**src/design/dts_pkg.sv**
```systemverilog
// Package: types, constants and codes of the deadline timer scheduler.
`default_nettype none
package dts_pkg;
    localparam int unsigned TimerSlotsDefault = 16;
    localparam int unsigned MaxFires          = 16;
    localparam int unsigned TimeW             = 63;
    localparam int unsigned PeriodW           = 47;
    localparam int unsigned DelayW            = 48;
    localparam int unsigned CountW            = 32;
    localparam logic [TimeW-1:0] ResetClock   = 63'd9876543210;
    localparam logic [TimeW-1:0] TopTime      = {TimeW{1'b1}};

    typedef enum logic [1:0] {
        FUNC_TICK   = 2'd0,
        FUNC_INSERT = 2'd1,
        FUNC_RESCHED = 2'd2,
        FUNC_CANCEL = 2'd3
    } func_t;

    typedef enum logic [2:0] {
        KIND_FIRED     = 3'd0,
        KIND_INSERTED  = 3'd1,
        KIND_RESCHED   = 3'd2,
        KIND_CANCELLED = 3'd3,
        KIND_NOT_FOUND = 3'd4,
        KIND_FULL      = 3'd5
    } kind_t;

    typedef enum logic [2:0] {
        ST_IDLE,
        ST_SCAN,
        ST_PICK,
        ST_FIRE,
        ST_CMD,
        ST_OUT
    } state_t;

    // Add a signed delay to a base time, clamped to 0..TopTime.
    function automatic logic [TimeW-1:0] shifted_time(
        input logic [TimeW-1:0]  base,
        input logic [DelayW-1:0] delay
    );
        logic [TimeW:0] sum;
        logic [TimeW:0] mag;
        begin
            sum = '0;
            mag = '0;
            if (delay[DelayW-1]) begin
                mag = {{(TimeW+1-DelayW){1'b0}}, (~delay + 1'b1)};
                shifted_time = (mag > {1'b0, base}) ? '0 : base - mag[TimeW-1:0];
            end else begin
                sum = {1'b0, base} + {{(TimeW+1-DelayW){1'b0}}, delay};
                shifted_time = sum[TimeW] ? TopTime : sum[TimeW-1:0];
            end
        end
    endfunction
endpackage
`default_nettype wire

```
**src/design/deadline_timer_scheduler_core.sv**
```systemverilog
// Top level: timer table in one memory, scanned per tick by a sequencer.
//
//  channel | dir | fields (tdata low bit up)                      | side
//  s_axis  | in  | func, timer_id, first_delay, period (101 -> 104b)| slave
//  m_axis  | out | kind, slot, fire_time, fire_count (102 -> 104b); last on tlast
//
// Insert, reschedule and cancel pass through accept, table update and result.
// A tick with k fires runs k+1 searches: each search is a read sweep of all
// TIMER_SLOTS entries on the single memory read port, plus a pick state and a
// read-modify-write per fire, plus accept and close.
// Valid and done bits sit in flip-flops cleared by reset; payload needs none.
// One result register decouples m_axis stalls; the sequencer waits on it, and a
// fire stays hidden there until the next sweep settles its last flag.
`default_nettype none
module deadline_timer_scheduler_core #(
    parameter int unsigned TIMER_SLOTS = dts_pkg::TimerSlotsDefault
) (
    input  wire logic         clk,
    input  wire logic         rst_n,
    input  wire logic         s_axis_tvalid,
    output logic              s_axis_tready,
    // func[1:0], timer_id[5:2], first_delay[53:6], period[100:54], zero pad
    input  wire logic [103:0] s_axis_tdata,
    output logic              m_axis_tvalid,
    input  wire logic         m_axis_tready,
    // kind[2:0], slot[6:3], fire_time[69:7], fire_count[101:70], zero pad
    output logic [103:0]      m_axis_tdata,
    output logic              m_axis_tlast
);
    localparam int unsigned IdxW = (TIMER_SLOTS > 1) ? $clog2(TIMER_SLOTS) : 1;
    localparam int unsigned CntW = $clog2(TIMER_SLOTS + 1);
    localparam int unsigned FireW = $clog2(dts_pkg::MaxFires + 1);

    typedef struct packed {
        logic [dts_pkg::TimeW-1:0]   deadline;
        logic [dts_pkg::PeriodW-1:0] period;
        logic [dts_pkg::CountW-1:0]  count;
    } entry_t;

    // Timer memory: one write port, one registered read port.
    entry_t mem [TIMER_SLOTS];
    logic            mem_we;
    logic [IdxW-1:0] mem_waddr;
    entry_t          mem_wdata;
    logic [IdxW-1:0] mem_raddr;
    entry_t          mem_rdata_reg;

    always_ff @(posedge clk)
    begin
        if (mem_we)
            mem[mem_waddr] <= mem_wdata;
        mem_rdata_reg <= mem[mem_raddr];
    end

    dts_pkg::state_t state_reg, state_next;
    logic [dts_pkg::TimeW-1:0] clock_reg, clock_next;
    logic [TIMER_SLOTS-1:0] valid_reg, valid_next;
    logic [TIMER_SLOTS-1:0] done_reg, done_next;
    logic [CntW-1:0] scan_reg, scan_next;
    logic            rd_pend_reg, rd_pend_next;
    logic [IdxW-1:0] rd_idx_reg, rd_idx_next;
    logic            best_ok_reg, best_ok_next;
    logic [IdxW-1:0] best_reg, best_next;
    logic [dts_pkg::TimeW-1:0] best_dl_reg, best_dl_next;
    logic [FireW-1:0] fires_reg, fires_next;
    dts_pkg::func_t  func_reg, func_next;
    logic [3:0]      id_reg, id_next;
    logic [dts_pkg::DelayW-1:0]  delay_reg, delay_next;
    logic [dts_pkg::PeriodW-1:0] per_reg, per_next;
    logic            ov_reg, ov_next;
    logic [103:0]    od_reg, od_next;
    logic            ol_reg, ol_next;
    logic            hv_reg;
    logic [dts_pkg::TimeW-1:0] new_dl;
    logic [dts_pkg::TimeW:0]   rearm_sum;
    logic [dts_pkg::CountW-1:0] new_cnt;
    logic [IdxW-1:0] free_idx;
    logic            free_ok;
    logic [IdxW-1:0] id_idx;
    logic            id_ok;
    logic            out_xfer;
    logic            out_free;

    always_ff @(posedge clk or negedge rst_n)
    begin
        if (!rst_n) begin
            state_reg   <= dts_pkg::ST_IDLE;
            clock_reg   <= dts_pkg::ResetClock;
            valid_reg   <= '0;
            done_reg    <= '0;
            rd_pend_reg <= 1'b0;
            best_ok_reg <= 1'b0;
            fires_reg   <= '0;
            ov_reg      <= 1'b0;
        end else begin
            state_reg   <= state_next;
            clock_reg   <= clock_next;
            valid_reg   <= valid_next;
            done_reg    <= done_next;
            rd_pend_reg <= rd_pend_next;
            best_ok_reg <= best_ok_next;
            fires_reg   <= fires_next;
            ov_reg      <= ov_next;
        end
    end

    always_ff @(posedge clk)
    begin
        scan_reg    <= scan_next;
        rd_idx_reg  <= rd_idx_next;
        best_reg    <= best_next;
        best_dl_reg <= best_dl_next;
        func_reg    <= func_next;
        id_reg      <= id_next;
        delay_reg   <= delay_next;
        per_reg     <= per_next;
        od_reg      <= od_next;
        ol_reg      <= ol_next;
    end

    // Lowest free slot.
    always_comb
    begin
        free_ok  = 1'b0;
        free_idx = '0;
        for (int i = TIMER_SLOTS - 1; i >= 0; i--) begin
            if (!valid_reg[i]) begin
                free_ok  = 1'b1;
                free_idx = IdxW'(i);
            end
        end
    end

    assign id_idx   = IdxW'(id_reg);
    assign id_ok    = ({28'd0, id_reg} < TIMER_SLOTS) && valid_reg[id_idx];
    assign out_xfer = m_axis_tvalid && m_axis_tready;
    assign out_free = !ov_reg || out_xfer;
    assign new_dl   = dts_pkg::shifted_time(clock_reg, delay_reg);
    assign rearm_sum = {1'b0, mem_rdata_reg.deadline}
                     + {{(dts_pkg::TimeW+1-dts_pkg::PeriodW){1'b0}}, mem_rdata_reg.period};
    assign new_cnt  = mem_rdata_reg.count + 1'b1;

    // Next state.
    always_comb
    begin
        state_next = state_reg;
        case (state_reg)
            dts_pkg::ST_IDLE:
            begin
                if (s_axis_tvalid)
                    state_next = (dts_pkg::func_t'(s_axis_tdata[1:0]) == dts_pkg::FUNC_TICK)
                               ? dts_pkg::ST_SCAN : dts_pkg::ST_CMD;
            end
            dts_pkg::ST_SCAN:
            begin
                if (scan_reg == CntW'(TIMER_SLOTS) && !rd_pend_reg)
                    state_next = dts_pkg::ST_PICK;
            end
            dts_pkg::ST_PICK:
            begin
                if (!best_ok_reg || fires_reg == FireW'(dts_pkg::MaxFires))
                    state_next = dts_pkg::ST_OUT;
                else
                    state_next = dts_pkg::ST_FIRE;
            end
            dts_pkg::ST_FIRE:
            begin
                if (out_free && !rd_pend_reg)
                    state_next = dts_pkg::ST_SCAN;
            end
            dts_pkg::ST_CMD:
            begin
                if (out_free)
                    state_next = dts_pkg::ST_OUT;
            end
            dts_pkg::ST_OUT:
            begin
                if (out_free)
                    state_next = dts_pkg::ST_IDLE;
            end
            default: state_next = dts_pkg::ST_IDLE;
        endcase
    end

    // Datapath and outputs.
    always_comb
    begin
        clock_next   = clock_reg;
        valid_next   = valid_reg;
        done_next    = done_reg;
        scan_next    = scan_reg;
        rd_pend_next = 1'b0;
        rd_idx_next  = rd_idx_reg;
        best_ok_next = best_ok_reg;
        best_next    = best_reg;
        best_dl_next = best_dl_reg;
        fires_next   = fires_reg;
        func_next    = func_reg;
        id_next      = id_reg;
        delay_next   = delay_reg;
        per_next     = per_reg;
        ov_next      = ov_reg && !out_xfer;
        od_next      = od_reg;
        ol_next      = ol_reg;
        mem_we       = 1'b0;
        mem_waddr    = '0;
        mem_wdata    = '0;
        mem_raddr    = scan_reg[IdxW-1:0];
        s_axis_tready = 1'b0;
        case (state_reg)
            dts_pkg::ST_IDLE:
            begin
                s_axis_tready = 1'b1;
                func_next  = dts_pkg::func_t'(s_axis_tdata[1:0]);
                id_next    = s_axis_tdata[5:2];
                delay_next = s_axis_tdata[53:6];
                per_next   = s_axis_tdata[100:54];
                done_next  = '0;
                fires_next = '0;
                scan_next  = '0;
                best_ok_next = 1'b0;
                if (s_axis_tvalid && dts_pkg::func_t'(s_axis_tdata[1:0]) == dts_pkg::FUNC_TICK
                    && clock_reg != dts_pkg::TopTime)
                    clock_next = clock_reg + 1'b1;
            end
            dts_pkg::ST_SCAN:
            begin
                // Issue one read a cycle, compare the returned entry.
                if (scan_reg != CntW'(TIMER_SLOTS)) begin
                    rd_pend_next = 1'b1;
                    rd_idx_next  = scan_reg[IdxW-1:0];
                    scan_next    = scan_reg + 1'b1;
                end
                if (rd_pend_reg && valid_reg[rd_idx_reg] && !done_reg[rd_idx_reg]
                    && mem_rdata_reg.deadline <= clock_reg
                    && (!best_ok_reg || mem_rdata_reg.deadline < best_dl_reg)) begin
                    best_ok_next = 1'b1;
                    best_next    = rd_idx_reg;
                    best_dl_next = mem_rdata_reg.deadline;
                end
            end
            dts_pkg::ST_PICK:
            begin
                // Read the winner back for the update.
                mem_raddr    = best_reg;
                rd_pend_next = 1'b1;
                if (!best_ok_reg || fires_reg == FireW'(dts_pkg::MaxFires))
                    ol_next = 1'b1;
            end
            dts_pkg::ST_FIRE:
            begin
                // Keep the winner on the read port while the output drains.
                mem_raddr = best_reg;
                if (out_free && !rd_pend_reg) begin
                    mem_we    = 1'b1;
                    mem_waddr = best_reg;
                    mem_wdata.count  = new_cnt;
                    mem_wdata.period = mem_rdata_reg.period;
                    mem_wdata.deadline = rearm_sum[dts_pkg::TimeW] ? dts_pkg::TopTime
                                                                   : rearm_sum[dts_pkg::TimeW-1:0];
                    if (mem_rdata_reg.period == '0) begin
                        valid_next[best_reg] = 1'b0;
                        mem_wdata.deadline   = mem_rdata_reg.deadline;
                    end
                    done_next[best_reg] = 1'b1;
                    fires_next   = fires_reg + 1'b1;
                    ov_next      = 1'b1;
                    od_next      = {2'b00, new_cnt, clock_reg, 4'(best_reg), dts_pkg::KIND_FIRED};
                    ol_next      = 1'b0;
                    scan_next    = '0;
                    best_ok_next = 1'b0;
                end
            end
            dts_pkg::ST_CMD:
            begin
                if (out_free) begin
                    ov_next = 1'b1;
                    ol_next = 1'b1;
                    if (func_reg == dts_pkg::FUNC_INSERT) begin
                        if (free_ok) begin
                            valid_next[free_idx] = 1'b1;
                            mem_we    = 1'b1;
                            mem_waddr = free_idx;
                            mem_wdata = '{deadline: new_dl, period: per_reg, count: '0};
                            od_next   = {97'd0, 4'(free_idx), dts_pkg::KIND_INSERTED};
                        end else begin
                            od_next = {101'd0, dts_pkg::KIND_FULL};
                        end
                    end else if (!id_ok) begin
                        od_next = {97'd0, id_reg, dts_pkg::KIND_NOT_FOUND};
                    end else if (func_reg == dts_pkg::FUNC_RESCHED) begin
                        // Keep the count: instead of a separate read before the write,
                        // the count field comes from a read issued in ST_IDLE.
                        mem_we    = 1'b1;
                        mem_waddr = id_idx;
                        mem_wdata = '{deadline: new_dl, period: per_reg,
                                      count: mem_rdata_reg.count};
                        od_next   = {97'd0, id_reg, dts_pkg::KIND_RESCHED};
                    end else begin
                        valid_next[id_idx] = 1'b0;
                        od_next = {97'd0, id_reg, dts_pkg::KIND_CANCELLED};
                    end
                end
                mem_raddr = id_idx;
            end
            dts_pkg::ST_OUT:
            begin
                // Wait for the final result of the item to leave.
                ov_next = ov_reg && !out_xfer;
            end
            default: ;
        endcase
        if (state_reg == dts_pkg::ST_IDLE)
            mem_raddr = IdxW'(s_axis_tdata[5:2]);
    end

    // Hold a fire back until the next sweep tells whether it is the last.
    always_ff @(posedge clk or negedge rst_n)
    begin
        if (!rst_n)
            hv_reg <= 1'b0;
        else if (state_reg == dts_pkg::ST_FIRE && out_free && !rd_pend_reg)
            hv_reg <= 1'b1;
        else if (state_reg == dts_pkg::ST_PICK)
            hv_reg <= 1'b0;
    end

    assign m_axis_tvalid = ov_reg && !hv_reg;
    assign m_axis_tdata  = od_reg;
    assign m_axis_tlast  = ol_reg;

    // Sequencer only accepts in idle.
    assert property (@(posedge clk) disable iff (!rst_n)
        s_axis_tready |-> state_reg == dts_pkg::ST_IDLE)
        else $error("input accepted outside idle");
    // Never overwrite a pending result.
    assert property (@(posedge clk) disable iff (!rst_n)
        (m_axis_tvalid && !m_axis_tready) |=> (m_axis_tvalid && $stable(m_axis_tdata)))
        else $error("result lost");
    // Fires per tick are bounded.
    assert property (@(posedge clk) disable iff (!rst_n)
        fires_reg <= FireW'(dts_pkg::MaxFires))
        else $error("too many fires");
    // A fired slot is marked done.
    assert property (@(posedge clk) disable iff (!rst_n)
        (state_reg == dts_pkg::ST_FIRE && out_free && !rd_pend_reg) |=> done_reg[$past(best_reg)])
        else $error("fired slot not marked");
endmodule
`default_nettype wire
```
**config.mk**
```make
export PLATFORM = sky130hd
export DESIGN_NAME = deadline_timer_scheduler_core
export DESIGN_NICKNAME = d
export VERILOG_FILES = /design/src/design/dts_pkg.sv /design/src/design/deadline_timer_scheduler_core.sv
export SDC_FILE = /design/constraint.sdc
export NUM_CORES = 2
export LEC_CHECK = 0
export ABC_AREA = 0
export BUFFER_PORTS_ARGS = -buffer_cell sky130_fd_sc_hd__buf_2
export CAP_MARGIN = 20
export CORE_MARGIN = 5
export CORE_UTILIZATION = 44
export CTS_CLUSTER_SIZE = 10
export DETAILED_ROUTE_END_ITERATION = 10
export HOLD_SLACK_MARGIN = 0.12
export PLACE_DENSITY = 0.56
export SYNTH_ARGS = -nofsm -noshare
export SYNTH_HDL_FRONTEND = slang
export SYNTH_SLANG_ARGS = --single-unit
```
**constraint.sdc**
```tcl
create_clock -name clk -period 11.66 [get_ports clk]
set_input_delay 0.583 -clock clk [delete_from_list [all_inputs] [get_ports clk]]
set_output_delay 0.583 -clock clk [all_outputs]
set_load 0.05 [all_outputs]
```
; Yosys cells after proc, flatten, opt, wreduce, memory -nomap -nowiden
; Memory sizes are Yosys's and may differ from the RTL's. A register that Yosys moved wholly into a read port is not among the register bits.
; Cells that the tools add are included.
[classes]
reduce_logical = 44
muxes = 118
addsub = 8
magnitude_cmp = 10
eq_ne = 23
bitwise = 7
[ops]
columns = op, n
row1 = $mux 142, 6
row2 = $mux 63, 5
row3 = $pmux 142 s2, 1
row4 = $mux 104, 2
row5 = $pmux 104 s2, 1
row6 = $mux 16, 8
row7 = $mux 4, 23
row8 = $add 63x47->64, 1
row9 = $add 63x48->64, 1
row10 = $pmux 16 s2, 2
row11 = $add 63x1->63 const B, 1
row12 = $gt 48x63->1, 1
row13 = $le 63x63->1, 1
row14 = $lt 63x63->1, 1
row15 = $ne 63x63->1 const B, 1
row16 = $sub 63x48->63, 1
row17 = $add 48x1->48 const B, 1
row18 = $not 48->48, 1
row19 = $logic_not 47->1, 1
row20 = $mux 1, 41
row21 = $add 32x1->32 const B, 1
row22 = $and 16x16->16, 2
row23 = $not 16->16, 2
row24 = $or 16x16->16, 2
row25 = other kinds (36), 103
[word_totals]
mem_bits_rw = 2272
word_cells = 230
memories = 1
output_inout_bits = 107
ff_bits = 389
inputBits = 108
[mem_list]
columns = memory, depth, width, read_ports, rd_ports_with_merged_regs, write_ports, line_no
row1 = mem, 16, 142, 1, 1, 1, deadline_timer_scheduler_core.sv:41  ; entry_t mem [TIMER_SLOTS];

; Longest topological paths before layout
[depth]
depth_word = 25
depth_mapped = 23
mapped_depth_nobuf = 22

; Least setup slack after synthesis
; OpenSTA, ideal clock, no wires.
[synth_path]
kind = register to register
from = register id_reg[0], in the netlist id_idx[0]
to = memory mem[0][0] in the netlist's numbering (enable)
synth_period_minus_slack_ps = 9098
stages_incl_launch_ff = 10
t_arrival_ps = 8453
required_ps = 11014
path_buffers = 1
setup_time_ps = 646
setup_slack_ps = 2562
cell_sequence = edfxtp_1 -> buf_2 -> mux4_2 -> mux4_2 -> nand2_1 -> a21oi_1 -> a22oi_1 -> inv_1 -> or3_1 -> nor2_1
[synth_via]
elab_chain_len = 8
elab_cells_between_ends = 13
classes_between = 13 x mux
[synth_rtl]
columns = item, line_no
row1 = "start, declared", deadline_timer_scheduler_core.sv:67  ; logic [3:0] id_reg, id_next;
row2 = "start signal, assigned", deadline_timer_scheduler_core.sv:114  ; id_reg <= id_next;
row3 = $bmux 1 s4, deadline_timer_scheduler_core.sv:135  ; assign id_ok = ({28'd0, id_reg} < TIMER_SLOTS) && valid_reg[id_idx];
row4 = $mux 1 (implied by the code), deadline_timer_scheduler_core.sv:135
row5 = $mux 1, deadline_timer_scheduler_core.sv:289  ; end else if (!id_ok) begin
row6 = $mux 1, deadline_timer_scheduler_core.sv:279  ; if (func_reg == dts_pkg::FUNC_INSERT) begin
row7 = $mux 1, deadline_timer_scheduler_core.sv:276  ; if (out_free) begin
row8 = $pmux 1 s2, deadline_timer_scheduler_core.sv:210  ; case (state_reg)
row9 = $mux 1, deadline_timer_scheduler_core.sv:50  ; if (mem_we)
row10 = $mux 1 (implied by the code), deadline_timer_scheduler_core.sv:51  ; mem[mem_waddr] <= mem_wdata;
row11 = "end, declared", deadline_timer_scheduler_core.sv:41
; Parallel ways exist; a longest one is shown, timed or not. The select of a mux whose other input is x is not followed.

==> flow_summary.toml <==
[logic_synthesis]
synth_commonest_cells = "edfxtp_1, nand2_1, mux4_2, nor2_1, clkbuf_1"
yosys.area_share.simple_pct = 6.39
synth_xor_xnor_area_share_pct = 2.04
avgSynthCellArea_um2 = 16.1
synth_seq_cells = 2801
postSynthCellCount = 7473
yosysWarnings = 0
synth_top_area_share_pct = 63.8
synth-edff-count = 2552
ys_types = 87
synth.most_common_cell = "edfxtp_1"
async_reset_ff_share_pct = 3.82
synth_fa_ha_area_share_pct = 2.92
synth_compound_area_share_pct = 7.45
ys_top_cells_by_area = "edfxtp_1, mux4_2, ha_1, dfxtp_1, dfrtp_1"
synth_top_family_by_area = "multiplexers"
yosys.area.top_type = "edfxtp_1"
muxShareOfSynthArea_pct = 10.9
ys_seq_area_share_pct = 68.5
synthFlopType = "edfxtp_1"
syn_area_um2 = 120000

[cells_and_area]
drive_gt1_share_pct = 17.4
fillers = 22600
post-route-cell-area_um2 = 137000
largest_reg_flops = 2272
final_cells = 11700
utilization_pct = 50.4
register_area_um2 = 82200
multi_input_area_um2 = 35900
nets = 8264
area_growth_pct = 13.8

[cts]
clk_pin_slew_ns = 0.06
worstSkewPairLatency_ns = 0.92
postCtsSetupBuffers = 0
cts_tree = "done"
cts_buffers = 326
htree_num_levels = 5
clock_tree.root_cell = "clkbuf_16"
cts_max_path_buffers = 4
clock-sinks = 2801

[timing]
setup_viol = 0
period_share_pct = 64.2
rsz0062_at_grt = "false"
fin_skew_ns = 0.0639
timing.setup.tns_ns = 0
min_period_ns = 7.49
hold_violations = 0
tightest_slew_ns = 1.18
slew_viol_final = 0
whs_ns = 0.298
max_clock_freq_ghz = 0.134
setup_ws_ns = 4.17
relSlewSlack_pct = 21.1

[global_routing]
first_global_vias = 71300
grt_use_total_pct = 23.8
antenna_found_initial = 15
grt_pass1_wl_um = 500000
grt_max_degree = 149
overflow = 0

[setup_path]
cp.arrival_ns = 7.95
end_kind = "register"
cp_data_required_time_ns = 12.12
path_class = "reg -> reg"
cp_max_fo = 38
start_kind = "register"

[route]
drc_errors = 0
wirelength_um = 343000
vias_per_cell = 6.06
first_pass_iters = 6
wl_per_cell_um = 29.3
drt_iter0_markers = 7191
via_count = 70800
ant_nets = 0

[flow_run]
cap_violations = 0

[floorplanning]
rows = 191
initial_core_util_pct = 44.3
dieArea_um2 = 283000
die_w_um = 532
core_um2 = 271000
io_pins = 215
die_h_um = 532

[placement]
finalWeightedCongestion = 0.948
place_ws_ns = 4.28
place_hpwl_um = 196000
dp.cells = 11000
placed_area_um2 = 126000
io_buffers = 209

[power_and_ir_drop]
p_per_area_nw_per_um2 = 148
p_leak_nw = 40.3
finalPower_mw = 20.2
ir_worst_vdd_mv = 0.136

[hold_path]
hold_path.class = "in -> async"

[status]
status = "finished clean"
-- metal layers --
metal  vias to the layer above  track usage, %  routed length (um)
met5                         -               0                   0
li1                      30500               -                   -
met3                       505            3.93               23900
met1                     37200            35.3              153000
met4                         0            6.50                9960
met2                      2610            36.5              155000
-- worst max-delay path: stages (launching register included) --
cell      delay, ns
edfxtp_1       0.49
or4_4          0.59
or3_4          0.36
or3_1          0.40
or3_4          0.38
nor2_2         0.18
nand2_1        0.18
nor2_2         0.26
nand2_1        0.15
nor2_1         0.16
xor2_1         0.17
ha_1           0.31
a21o_1         0.21
o21bai_1       0.17
a31oi_1        0.20
nand2_1        0.12
a22o_1         0.24
a31oi_1        0.56
a41o_2         0.42
buf_4          0.55
a21oi_1        0.08
o21ai_0        0.28
nand2_1        0.51
-- cell families (layout without fill, tap and decap cells) --
| logic type | count (synthesis) | count (layout) |
|---|---|---|
| AO/OA/AOI/OAI | 1351 | 1351 |
| XOR/XNOR | 279 | 279 |
| adder cells (fa/ha/maj) | 278 | 278 |
| buffers and inverters | 585 | 1218 |
| flip-flops | 2801 | 2801 |
| multiplexers | 585 | 585 |
| other | 1 | 8 |
| AND/OR/NAND/NOR | 1593 | 1593 |
-- power by group --
part	switching, mW	leakage, nW	internal [mW]	total (mW)
Clock	3.98	4.60	5.37	9.35
Combinational	0.0274	15.4	0.0352	0.0626
Sequential	0	20.4	10.8	10.8
Total	4.01	40.3	16.2	20.2
-- worst paths after layout --
path                                         start                         to  cells after the start  slack [ns]
max reg2reg                 delay_reg[7]$_DFFE_PP_      mem[5][102]$_DFFE_PP_                     22        4.17
max in group asynchronous                    rst_n  clock_reg[49]$_DFFE_PN0P_                      3       10.07
max                         delay_reg[7]$_DFFE_PP_      mem[5][102]$_DFFE_PP_                     22        4.17
min                                          rst_n   clock_reg[2]$_DFFE_PN0P_                      2        0.30
min reg2reg                done_reg[4]$_DFFE_PN0P_    done_reg[4]$_DFFE_PN0P_                      2        0.50
min in group clk                     s_axis_tvalid   state_reg[0]$_DFFE_PN0P_                      4        0.33
-- repair_timing --
| item | in CTS | in global routing |
|---|---|---|
| resized for setup | 0 | 0 |
| hold buffers | 102 | 0 |
| hold endpoints to repair | 150 | 0 |
| endpoints found under the setup margin | 0 | 0 |
-- layout make-up --
type / count / area share (%)
Sequential cell: 2801 / 60.2
Multi-Input combinational cell: 4088 / 26.3
Clock buffer: 523 / 6.65
Tap cell: 3570 / 3.27
Timing Repair Buffer: 478 / 2.69
Inverter: 183 / 0.503
Clock inverter: 34 / 0.418
Antenna cell: 6 / 0.0110
-- placed cells by master, fill, tap and decap left out, types with 203 or more instances in the layout --
master,Yosys,routed
ha_1,275,275
buf_2,48,208
a21oi_1,265,262
a31oi_1,203,203
nand2_1,577,575
o21ai_0,235,226
nor2_1,313,294
clkbuf_16,0,332
mux4_2,573,573
edfxtp_1,2552,2552
(Power assumes the default switching activity.)
